## src/rtl/assert_macros.svh

```systemverilog
// Assertion macros shared by the RTL files that carry checks.
`ifndef ASSERT_MACROS_SVH
`define ASSERT_MACROS_SVH

`ifndef ASSERT_OFF

// Condition must hold at every clock edge outside reset.
`define ASSERT_ALWAYS(lbl, clk, rstn, cond) \
  lbl: assert property (@(posedge clk) disable iff (!(rstn)) (cond)) \
    else $error("assertion failed: invariant violated");

// When the antecedent holds, the consequent must hold in the next cycle.
`define ASSERT_NEXT(lbl, clk, rstn, ante, cons) \
  lbl: assert property (@(posedge clk) disable iff (!(rstn)) (ante) |=> (cons)) \
    else $error("assertion failed: next-cycle check violated");

`else

`define ASSERT_ALWAYS(lbl, clk, rstn, cond)
`define ASSERT_NEXT(lbl, clk, rstn, ante, cons)

`endif

`endif

```

## src/rtl/b64e_pkg.sv

```systemverilog
// Types, constants and the alphabet function of the Base64 stream encoder.
package b64e_pkg;

  localparam int JOB_DEPTH_DEF = 2;
  localparam int JOB_CHARS     = 4;

  localparam logic [7:0] PAD_CHAR   = 8'h3D;
  localparam logic [7:0] PLUS_CHAR  = 8'h2B;
  localparam logic [7:0] SLASH_CHAR = 8'h2F;
  localparam logic [7:0] UPPER_BASE = 8'h41;
  localparam logic [7:0] LOWER_OFS  = 8'd71;
  localparam logic [7:0] DIGIT_OFS  = 8'd4;

  typedef enum logic [1:0] {
    PH_FIRST  = 2'd0,
    PH_SECOND = 2'd1,
    PH_THIRD  = 2'd2
  } group_phase_t;

  typedef struct packed {
    logic [7:0] data_byte;
    logic       final_byte;
  } in_beat_t;

  typedef struct packed {
    logic [7:0] out_char;
    logic       last_char;
  } out_beat_t;

  // One byte's worth of characters waiting to be sent.
  typedef struct packed {
    logic [JOB_CHARS-1:0][7:0] chars;
    logic [1:0]                last_idx;
    logic                      fin;
  } job_t;

  typedef struct packed {
    group_phase_t phase;
    logic [3:0]   left;
  } front_stat_t;

  // Maps a sextet to its character of the standard alphabet.
  function automatic logic [7:0] enc(input logic [5:0] s);
    logic [7:0] w;
    logic [7:0] r;
    w = {2'b00, s};
    case (s) inside
      [6'd0:6'd25]:  r = UPPER_BASE + w;
      [6'd26:6'd51]: r = w + LOWER_OFS;
      [6'd52:6'd61]: r = w - DIGIT_OFS;
      6'd62:         r = PLUS_CHAR;
      default:       r = SLASH_CHAR;
    endcase
    return r;
  endfunction

endpackage

```

## src/rtl/b64e_front.sv

```systemverilog
// Front end: accepts bytes, tracks the group position and builds character jobs.
module b64e_front import b64e_pkg::*; (
  input  logic        clk,
  input  logic        rst_n,
  input  logic        in_push,
  output logic        in_full,
  input  in_beat_t    in_beat,
  input  logic        q_full,
  output logic        q_wr,
  output job_t        q_wdata,
  output front_stat_t stat
);

  group_phase_t phase_r, phase_nxt;
  logic [3:0]   left_r, left_nxt;
  logic [7:0]   b;

  assign b       = in_beat.data_byte;
  assign in_full = q_full;
  assign q_wr    = in_push && !q_full;
  assign stat    = '{phase: phase_r, left: left_r};

  always_ff @(posedge clk) begin
    if (!rst_n) begin
      phase_r <= PH_FIRST;
      left_r  <= 4'd0;
    end else begin
      phase_r <= phase_nxt;
      left_r  <= left_nxt;
    end
  end

  always_comb begin
    phase_nxt = phase_r;
    left_nxt  = left_r;
    q_wdata   = '0;
    q_wdata.fin = in_beat.final_byte;
    case (phase_r)
      PH_SECOND: begin
        q_wdata.chars[0] = enc({left_r[1:0], b[7:4]});
        q_wdata.chars[1] = enc({b[3:0], 2'b00});
        q_wdata.chars[2] = PAD_CHAR;
        q_wdata.chars[3] = PAD_CHAR;
        q_wdata.last_idx = in_beat.final_byte ? 2'd2 : 2'd0;
        if (q_wr) begin
          phase_nxt = PH_THIRD;
          left_nxt  = b[3:0];
        end
      end
      PH_THIRD: begin
        q_wdata.chars[0] = enc({left_r, b[7:6]});
        q_wdata.chars[1] = enc(b[5:0]);
        q_wdata.chars[2] = PAD_CHAR;
        q_wdata.chars[3] = PAD_CHAR;
        q_wdata.last_idx = 2'd1;
        if (q_wr) begin
          phase_nxt = PH_FIRST;
          left_nxt  = 4'd0;
        end
      end
      default: begin
        q_wdata.chars[0] = enc(b[7:2]);
        q_wdata.chars[1] = enc({b[1:0], 4'b0000});
        q_wdata.chars[2] = PAD_CHAR;
        q_wdata.chars[3] = PAD_CHAR;
        q_wdata.last_idx = in_beat.final_byte ? 2'd3 : 2'd0;
        if (q_wr) begin
          phase_nxt = PH_SECOND;
          left_nxt  = {2'b00, b[1:0]};
        end
      end
    endcase
    if (q_wr && in_beat.final_byte) begin
      phase_nxt = PH_FIRST;
      left_nxt  = 4'd0;
    end
  end

endmodule

```

## src/rtl/b64e_job_fifo.sv

```systemverilog
// Short job queue between the front end and the character sequencer.
module b64e_job_fifo import b64e_pkg::*; #(
  parameter int DEPTH = JOB_DEPTH_DEF
) (
  input  logic                       clk,
  input  logic                       rst_n,
  input  logic                       wr,
  input  job_t                       wdata,
  input  logic                       rd,
  output job_t                       rdata,
  output logic                       full,
  output logic                       empty,
  output logic [$clog2(DEPTH+1)-1:0] cnt
);

  localparam int PTR_W = (DEPTH > 1) ? $clog2(DEPTH) : 1;
  localparam int CNT_W = $clog2(DEPTH + 1);

  job_t             mem_r [DEPTH];
  logic [PTR_W-1:0] wr_ptr_r, wr_ptr_nxt;
  logic [PTR_W-1:0] rd_ptr_r, rd_ptr_nxt;
  logic [CNT_W-1:0] cnt_r, cnt_nxt;
  logic             do_wr, do_rd;

  assign do_wr = wr && !full;
  assign do_rd = rd && !empty;
  assign full  = (cnt_r == CNT_W'(DEPTH));
  assign empty = (cnt_r == '0);
  assign cnt   = cnt_r;
  assign rdata = mem_r[rd_ptr_r];

  always_comb begin
    wr_ptr_nxt = wr_ptr_r;
    rd_ptr_nxt = rd_ptr_r;
    cnt_nxt    = cnt_r;
    if (do_wr) begin
      wr_ptr_nxt = (wr_ptr_r == PTR_W'(DEPTH - 1)) ? '0 : wr_ptr_r + 1'b1;
    end
    if (do_rd) begin
      rd_ptr_nxt = (rd_ptr_r == PTR_W'(DEPTH - 1)) ? '0 : rd_ptr_r + 1'b1;
    end
    if (do_wr && !do_rd) begin
      cnt_nxt = cnt_r + 1'b1;
    end else if (do_rd && !do_wr) begin
      cnt_nxt = cnt_r - 1'b1;
    end
  end

  always_ff @(posedge clk) begin
    if (!rst_n) begin
      wr_ptr_r <= '0;
      rd_ptr_r <= '0;
      cnt_r    <= '0;
    end else begin
      wr_ptr_r <= wr_ptr_nxt;
      rd_ptr_r <= rd_ptr_nxt;
      cnt_r    <= cnt_nxt;
    end
  end

  always_ff @(posedge clk) begin
    if (do_wr) begin
      mem_r[wr_ptr_r] <= wdata;
    end
  end

endmodule

```

## src/rtl/b64e_back.sv

```systemverilog
// Back end: steps through each job's characters into the output register.
module b64e_back import b64e_pkg::*; (
  input  logic      clk,
  input  logic      rst_n,
  input  logic      q_empty,
  input  job_t      q_rdata,
  output logic      q_rd,
  output logic      out_empty,
  input  logic      out_pop,
  output out_beat_t out_beat
);

  job_t       job_r, job_nxt;
  logic       job_v_r, job_v_nxt;
  logic [1:0] idx_r, idx_nxt;
  out_beat_t  out_r, out_nxt;
  logic       out_v_r, out_v_nxt;
  logic       move, job_done;

  assign out_empty = !out_v_r;
  assign out_beat  = out_r;

  always_comb begin
    move      = job_v_r && (!out_v_r || out_pop);
    job_done  = move && (idx_r == job_r.last_idx);
    q_rd      = !q_empty && (!job_v_r || job_done);
    out_v_nxt = move || (out_v_r && !out_pop);
    out_nxt   = out_r;
    if (move) begin
      out_nxt.out_char  = job_r.chars[idx_r];
      out_nxt.last_char = job_r.fin && (idx_r == job_r.last_idx);
    end
    job_nxt   = job_r;
    job_v_nxt = job_v_r;
    idx_nxt   = idx_r;
    if (q_rd) begin
      job_nxt   = q_rdata;
      job_v_nxt = 1'b1;
      idx_nxt   = 2'd0;
    end else if (job_done) begin
      job_v_nxt = 1'b0;
    end else if (move) begin
      idx_nxt = idx_r + 1'b1;
    end
  end

  always_ff @(posedge clk) begin
    if (!rst_n) begin
      job_v_r <= 1'b0;
      idx_r   <= 2'd0;
      out_v_r <= 1'b0;
    end else begin
      job_v_r <= job_v_nxt;
      idx_r   <= idx_nxt;
      out_v_r <= out_v_nxt;
    end
  end

  always_ff @(posedge clk) begin
    job_r <= job_nxt;
    out_r <= out_nxt;
  end

endmodule

```

## src/rtl/base64_stream_encoder.sv

```systemverilog
// Top level of the streaming Base64 encoder.
`include "assert_macros.svh"

// Streaming Base64 encoder, standard alphabet with '=' padding. Bytes of a
// message arrive as input beats, the last one flagged by final_byte; the
// encoded characters leave as output beats, one per cycle while popped, with
// last_char set on the final character of each message (after any '='
// padding). The front end takes one byte in every cycle in which the job
// queue has room and turns it into a job of one to four characters; the back
// end sends one character per cycle from the head job while the output is
// popped. The output sets the pace: a plain byte yields one character in the
// first two positions of a three-byte group and two in the third, and a final
// byte up to four for its flush and padding. An accepted byte passes through
// a queue entry, the back end's job register and the output register before
// its first character shows. The queue holds JOB_DEPTH jobs, so the input
// side keeps accepting while a finished character waits to be popped.
module base64_stream_encoder import b64e_pkg::*; #(
  parameter int JOB_DEPTH = JOB_DEPTH_DEF
) (
  input  logic      clk,
  input  logic      rst_n,
  input  logic      in_push,
  output logic      in_full,
  input  in_beat_t  in_beat,
  output logic      out_empty,
  input  logic      out_pop,
  output out_beat_t out_beat
);

  localparam int CNT_W = $clog2(JOB_DEPTH + 1);

  // Handshake and payload between the front end, the queue and the back end.
  logic             q_wr;
  logic             q_rd;
  logic             q_full;
  logic             q_empty;
  job_t             q_wdata;
  job_t             q_rdata;
  logic [CNT_W-1:0] q_cnt;
  front_stat_t      front_stat;

  // The front end owns the group position and the leftover bits.
  b64e_front u_front (
    .clk     (clk),
    .rst_n   (rst_n),
    .in_push (in_push),
    .in_full (in_full),
    .in_beat (in_beat),
    .q_full  (q_full),
    .q_wr    (q_wr),
    .q_wdata (q_wdata),
    .stat    (front_stat)
  );

  // The queue lets the front end run ahead while characters drain.
  b64e_job_fifo #(
    .DEPTH (JOB_DEPTH)
  ) u_job_fifo (
    .clk   (clk),
    .rst_n (rst_n),
    .wr    (q_wr),
    .wdata (q_wdata),
    .rd    (q_rd),
    .rdata (q_rdata),
    .full  (q_full),
    .empty (q_empty),
    .cnt   (q_cnt)
  );

  // The back end serialises each job into single-character beats.
  b64e_back u_back (
    .clk       (clk),
    .rst_n     (rst_n),
    .q_empty   (q_empty),
    .q_rdata   (q_rdata),
    .q_rd      (q_rd),
    .out_empty (out_empty),
    .out_pop   (out_pop),
    .out_beat  (out_beat)
  );

  // At the start of a group no leftover bits may remain.
  `ASSERT_ALWAYS(a_left_clear, clk, rst_n, (front_stat.phase != PH_FIRST) || (front_stat.left == 4'd0))
  // After the first byte of a group only two leftover bits are live.
  `ASSERT_ALWAYS(a_left_two, clk, rst_n, (front_stat.phase != PH_SECOND) || (front_stat.left[3:2] == 2'b00))
  // The back end never takes a job from an empty queue.
  `ASSERT_ALWAYS(a_no_rd_empty, clk, rst_n, !(q_rd && q_empty))
  // A job written without a concurrent read grows the queue by one.
  `ASSERT_NEXT(a_q_grow, clk, rst_n, q_wr && !q_rd, q_cnt == CNT_W'($past(q_cnt) + 1'b1))

endmodule
```

## config.mk

```make
export PLATFORM = sky130hd
export DESIGN_NAME = base64_stream_encoder
export DESIGN_NICKNAME = d
export VERILOG_FILES = /design/src/rtl/b64e_pkg.sv /design/src/rtl/b64e_front.sv /design/src/rtl/b64e_job_fifo.sv /design/src/rtl/b64e_back.sv /design/src/rtl/base64_stream_encoder.sv
export VERILOG_INCLUDE_DIRS = /design/src /design/src/rtl
export SDC_FILE = /design/constraint.sdc
export NUM_CORES = 1
export LEC_CHECK = 0
export BUFFER_PORTS_ARGS = -buffer_cell sky130_fd_sc_hd__buf_2
export CELL_PAD_IN_SITES_DETAIL_PLACEMENT = 1
export CELL_PAD_IN_SITES_GLOBAL_PLACEMENT = 1
export CORE_MARGIN = 4
export CORE_UTILIZATION = 35
export CTS_CLUSTER_SIZE = 24
export DETAILED_ROUTE_END_ITERATION = 10
export PLACE_DENSITY_LB_ADDON = 0.1
export SETUP_SLACK_MARGIN = 0.5
export SYNTH_ARGS = -nofsm -noshare
export SYNTH_HDL_FRONTEND = slang
export SYNTH_SLANG_ARGS = --single-unit
```

## constraint.sdc

```tcl
create_clock -name clk -period 6.9 [get_ports clk]
set_input_delay 1.725 -clock clk [delete_from_list [all_inputs] [get_ports clk]]
set_output_delay 1.725 -clock clk [all_outputs]
set_load 0.03 [all_outputs]
```

==> metrics.txt <==
status complete, no violations; first-pass GRT wire length 25.5 mm; Yosys cell types 72; sw frac 0.321; Mapped Avg Cell Area 9.70 µm²; Die Wd 133 µm; synthesized cell area 5490 µm²; Largest stage delay, worst path 0.43 ns; core area 15300 µm²; drt via density 5.64; crit-path cells buf_2 > inv_1 > ha_1 > a21o_1 > a221oi_1 > nor2_1 > and4b_1 > nor4_1 > a22oi_1; largest net degree at the start of global routing 22; vias in the first global route 4450; Slew Viols, Final 0; Clock power frac 0.266; drt pass-1 iters 4; Clock Skew 0.00939 ns; Slowest cell on crit path a221oi_1; I/O Buffers 23; Max Buffers Root-to-Sink 2; post-route ant nets 0; Leak 0.00220 µW; # resized after CTS 0; Data required, critical path 6.94 ns; hold_buf cts 0; RSZ-0062 raised after global routing false; ant diodes 0; via count 4422; NetSw 603 µW; post-route minimum period 4.41 ns; Post-Synth Adder-Cell Area 0.0729; syn nets 611; CTS buffer count 9; most used flip-flop cell after synthesis edfxtp_1; Max Cap Viol 0; Synth Area in Compound Gates 0.190; setup ws final 2.49 ns; Post-synth ARST share 0; number of placed cells counting well taps 768; largest family of logic cells by synthesized area compound AO/OA/AOI/OAI gates; Peak Freq 227 MHz; Seq pwr share 0.424; slew margin rel. 0.355; footprint of the multi-input gates 2980 µm²; Setup TNS 0 ns; initial core utilization 0.360; post-placement worst setup slack 2.18 ns; wire length on met3 418 µm; Reg area 2260 µm²; clock latency at the later pin of the worst-skew pair 0.33 ns; Post-synth EDFFs 66; WL per Instance 20.0 µm; share of cells above drive strength 1 0.124; cell row count 45; RePlAce Congestion 0.834; Worst Setup Start Kind input pin; CTS clk-pin slew, worst paths 0.05 ns; Post-CTS Setup Bufs 0; hpwl dp 11.6 mm; DR top layer met4; DR WL met2 7.67 mm; Seq/Total Area, Yosys 0.412; final cell count without fillers 784; crit path kind in -> reg; Top Ports 24; Setup crit end kind register; Final Net Count 613; post-synthesis simple-gate area fraction 0.176; total global routing overflow 0; Synth Area in XOR/XNOR 0.0479; TritonCTS clock tree yes; Final period util 0.639; Overall Power 1880 µW; Root Driver clkbuf_16; yosys warns 0; number of DRC markers in iteration 0 283; Syn-to-layout area delta 10.5%; Total Routing Usage GR 0.180; Post-Synthesis Cells 566; number of remaining DRC errors 0; mux cell area share after synthesis 0.0568; initial antenna violation count 0; Hold Violations, Final 0; number of setup violations in the final report 0; CP arrival 4.45 ns; Slew @ Worst Pin 0.968 ns; metal1 wirelength 7.29 mm; Die Span Y 133 µm; type of the worst min-delay path reg -> reg; clk sinks 80; Detailed Route WL 15.7 mm; die area 17800 µm²; post-synthesis register bit count 80; Comb pwr share 0.310; H-tree depth 3; fillers 1740; Internal 1280 µW; Worst Path Max Fanout 21; power density cells 310 nW/µm²; Worst VDD drop 0.000128 V
-- area by class of cell --
cell class	instances	area share
Clock buffer	15	0.0493
Clock inverter	1	0.00495
Inverter	24	0.0149
Multi-Input combinational cell	427	0.492
Sequential cell	80	0.373
Tap cell	211	0.0435
Timing Repair Buffer	26	0.0227
-- critical path: cells and delay by family --
| family | cells | cell delay (ns) |
|---|---|---|
| and+or+nand+nor | 3 | 0.87 |
| AOI/OAI and AO/OA | 3 | 0.86 |
| buffers and inverters | 2 | 0.66 |
| adders and majority gates | 1 | 0.33 |
-- final timing paths --
kind,from,to,slack [ns],cells after the start
worst max register to register,u_front.left_r[1]$_SDFFE_PP0P_,u_job_fifo.mem_r[0][4]$_DFFE_PP_,3.61,8
worst min-delay path,u_back.job_v_r$_SDFFE_PN0P_,u_back.out_v_r$_SDFF_PN0_,0.49,1
worst min register to register,u_back.job_v_r$_SDFFE_PN0P_,u_back.out_v_r$_SDFF_PN0_,0.49,1
worst max-delay path,in_beat[7],u_job_fifo.mem_r[0][4]$_DFFE_PP_,2.49,9
-- flip-flops by register name, summed over array words and instances, names as in the netlist, 2 cells and up --
signal            count
u_job_fifo.mem_r     38
u_back.job_r         19
u_back.out_beat       9
u_front.left_r        4
u_back.idx_r          2
u_front.phase_r       2
u_job_fifo.cnt        2
-- synth_stat cells (6+ instances only) --
| cell type | number | area [µm²] |
|---|---|---|
| mux2i_1 | 6 | 60.1 |
| mux2_2 | 20 | 225 |
| nand3_1 | 23 | 115 |
| o21ai_1 | 7 | 35.0 |
| o21ai_0 | 20 | 100 |
| edfxtp_1 | 66 | 1980 |
| clkbuf_1 | 24 | 90.1 |
| nor3_1 | 14 | 70.1 |
| xor2_1 | 6 | 52.6 |
| nand4_1 | 6 | 37.5 |
| nor2_1 | 42 | 158 |
| xnor2_1 | 24 | 210 |
| ha_1 | 32 | 400 |
| a211oi_1 | 6 | 45.0 |
| nand2_1 | 54 | 203 |
| o211ai_1 | 12 | 90.1 |
| nor2b_1 | 12 | 75.1 |
| a211o_1 | 7 | 61.3 |
| a31oi_1 | 7 | 43.8 |
| dfxtp_1 | 14 | 280 |
| a21oi_1 | 20 | 100 |
| inv_1 | 22 | 82.6 |
| o21a_1 | 9 | 67.6 |
| buf_2 | 6 | 30.0 |
-- per-layer routing --
layer	vias up	global-route usage
met5	-	0
met4	0	0.0589
met3	21	0.0268
met2	79	0.294
met1	2216	0.247
li1	2106	-
-- power by group through the flow --
| stage | Combinational, µW | Clock (µW) | Sequential (µW) |
|---|---|---|---|
| after global placement | 570 | 0 | 807 |
| final | 581 | 500 | 797 |
| after global routing | 645 | 542 | 817 |
| after floorplan | 418 | 0 | 804 |
| after CTS | 589 | 515 | 803 |
| after detailed placement | 585 | 0 | 812 |
-- cell usage in the layout, fill, tap and decap left out, types with 6 or more instances in the layout --
cell type,instances
a21oi_1,20
a31oi_1,7
a211o_1,7
edfxtp_1,66
dfxtp_1,14
o21ai_1,7
o21a_1,9
clkbuf_16,10
o211ai_1,12
nor2b_1,12
xnor2_1,24
xor2_1,6
buf_2,23
nand2_1,54
a211oi_1,6
mux2_2,20
o21ai_0,20
mux2i_1,6
nor2_1,42
nand4_1,6
nor3_1,14
ha_1,32
inv_1,22
nand3_1,23
-- logic make-up after synthesis --
| logic type | count (synthesis) |
|---|---|
| compound gates | 144 |
| xor+xnor | 30 |
| fa+ha+maj | 32 |
| buf+inv | 59 |
| flops | 80 |
| mux | 28 |
| simple gates | 193 |
-- through the flow --
| step | cell area [µm²] | hold slack, ns | util |
|---|---|---|---|
| after floorplan | 5490 | 0.448 | - |
| after global placement | 5740 | 0.464 | 0.376 |
| after detailed placement | 5740 | 0.491 | 0.376 |
| after CTS | 6070 | 0.508 | 0.398 |
| after global routing | 6070 | 0.558 | 0.398 |
| final | 6070 | 0.494 | 0.398 |
No activity file was read; power rests on OpenSTA's default activity.
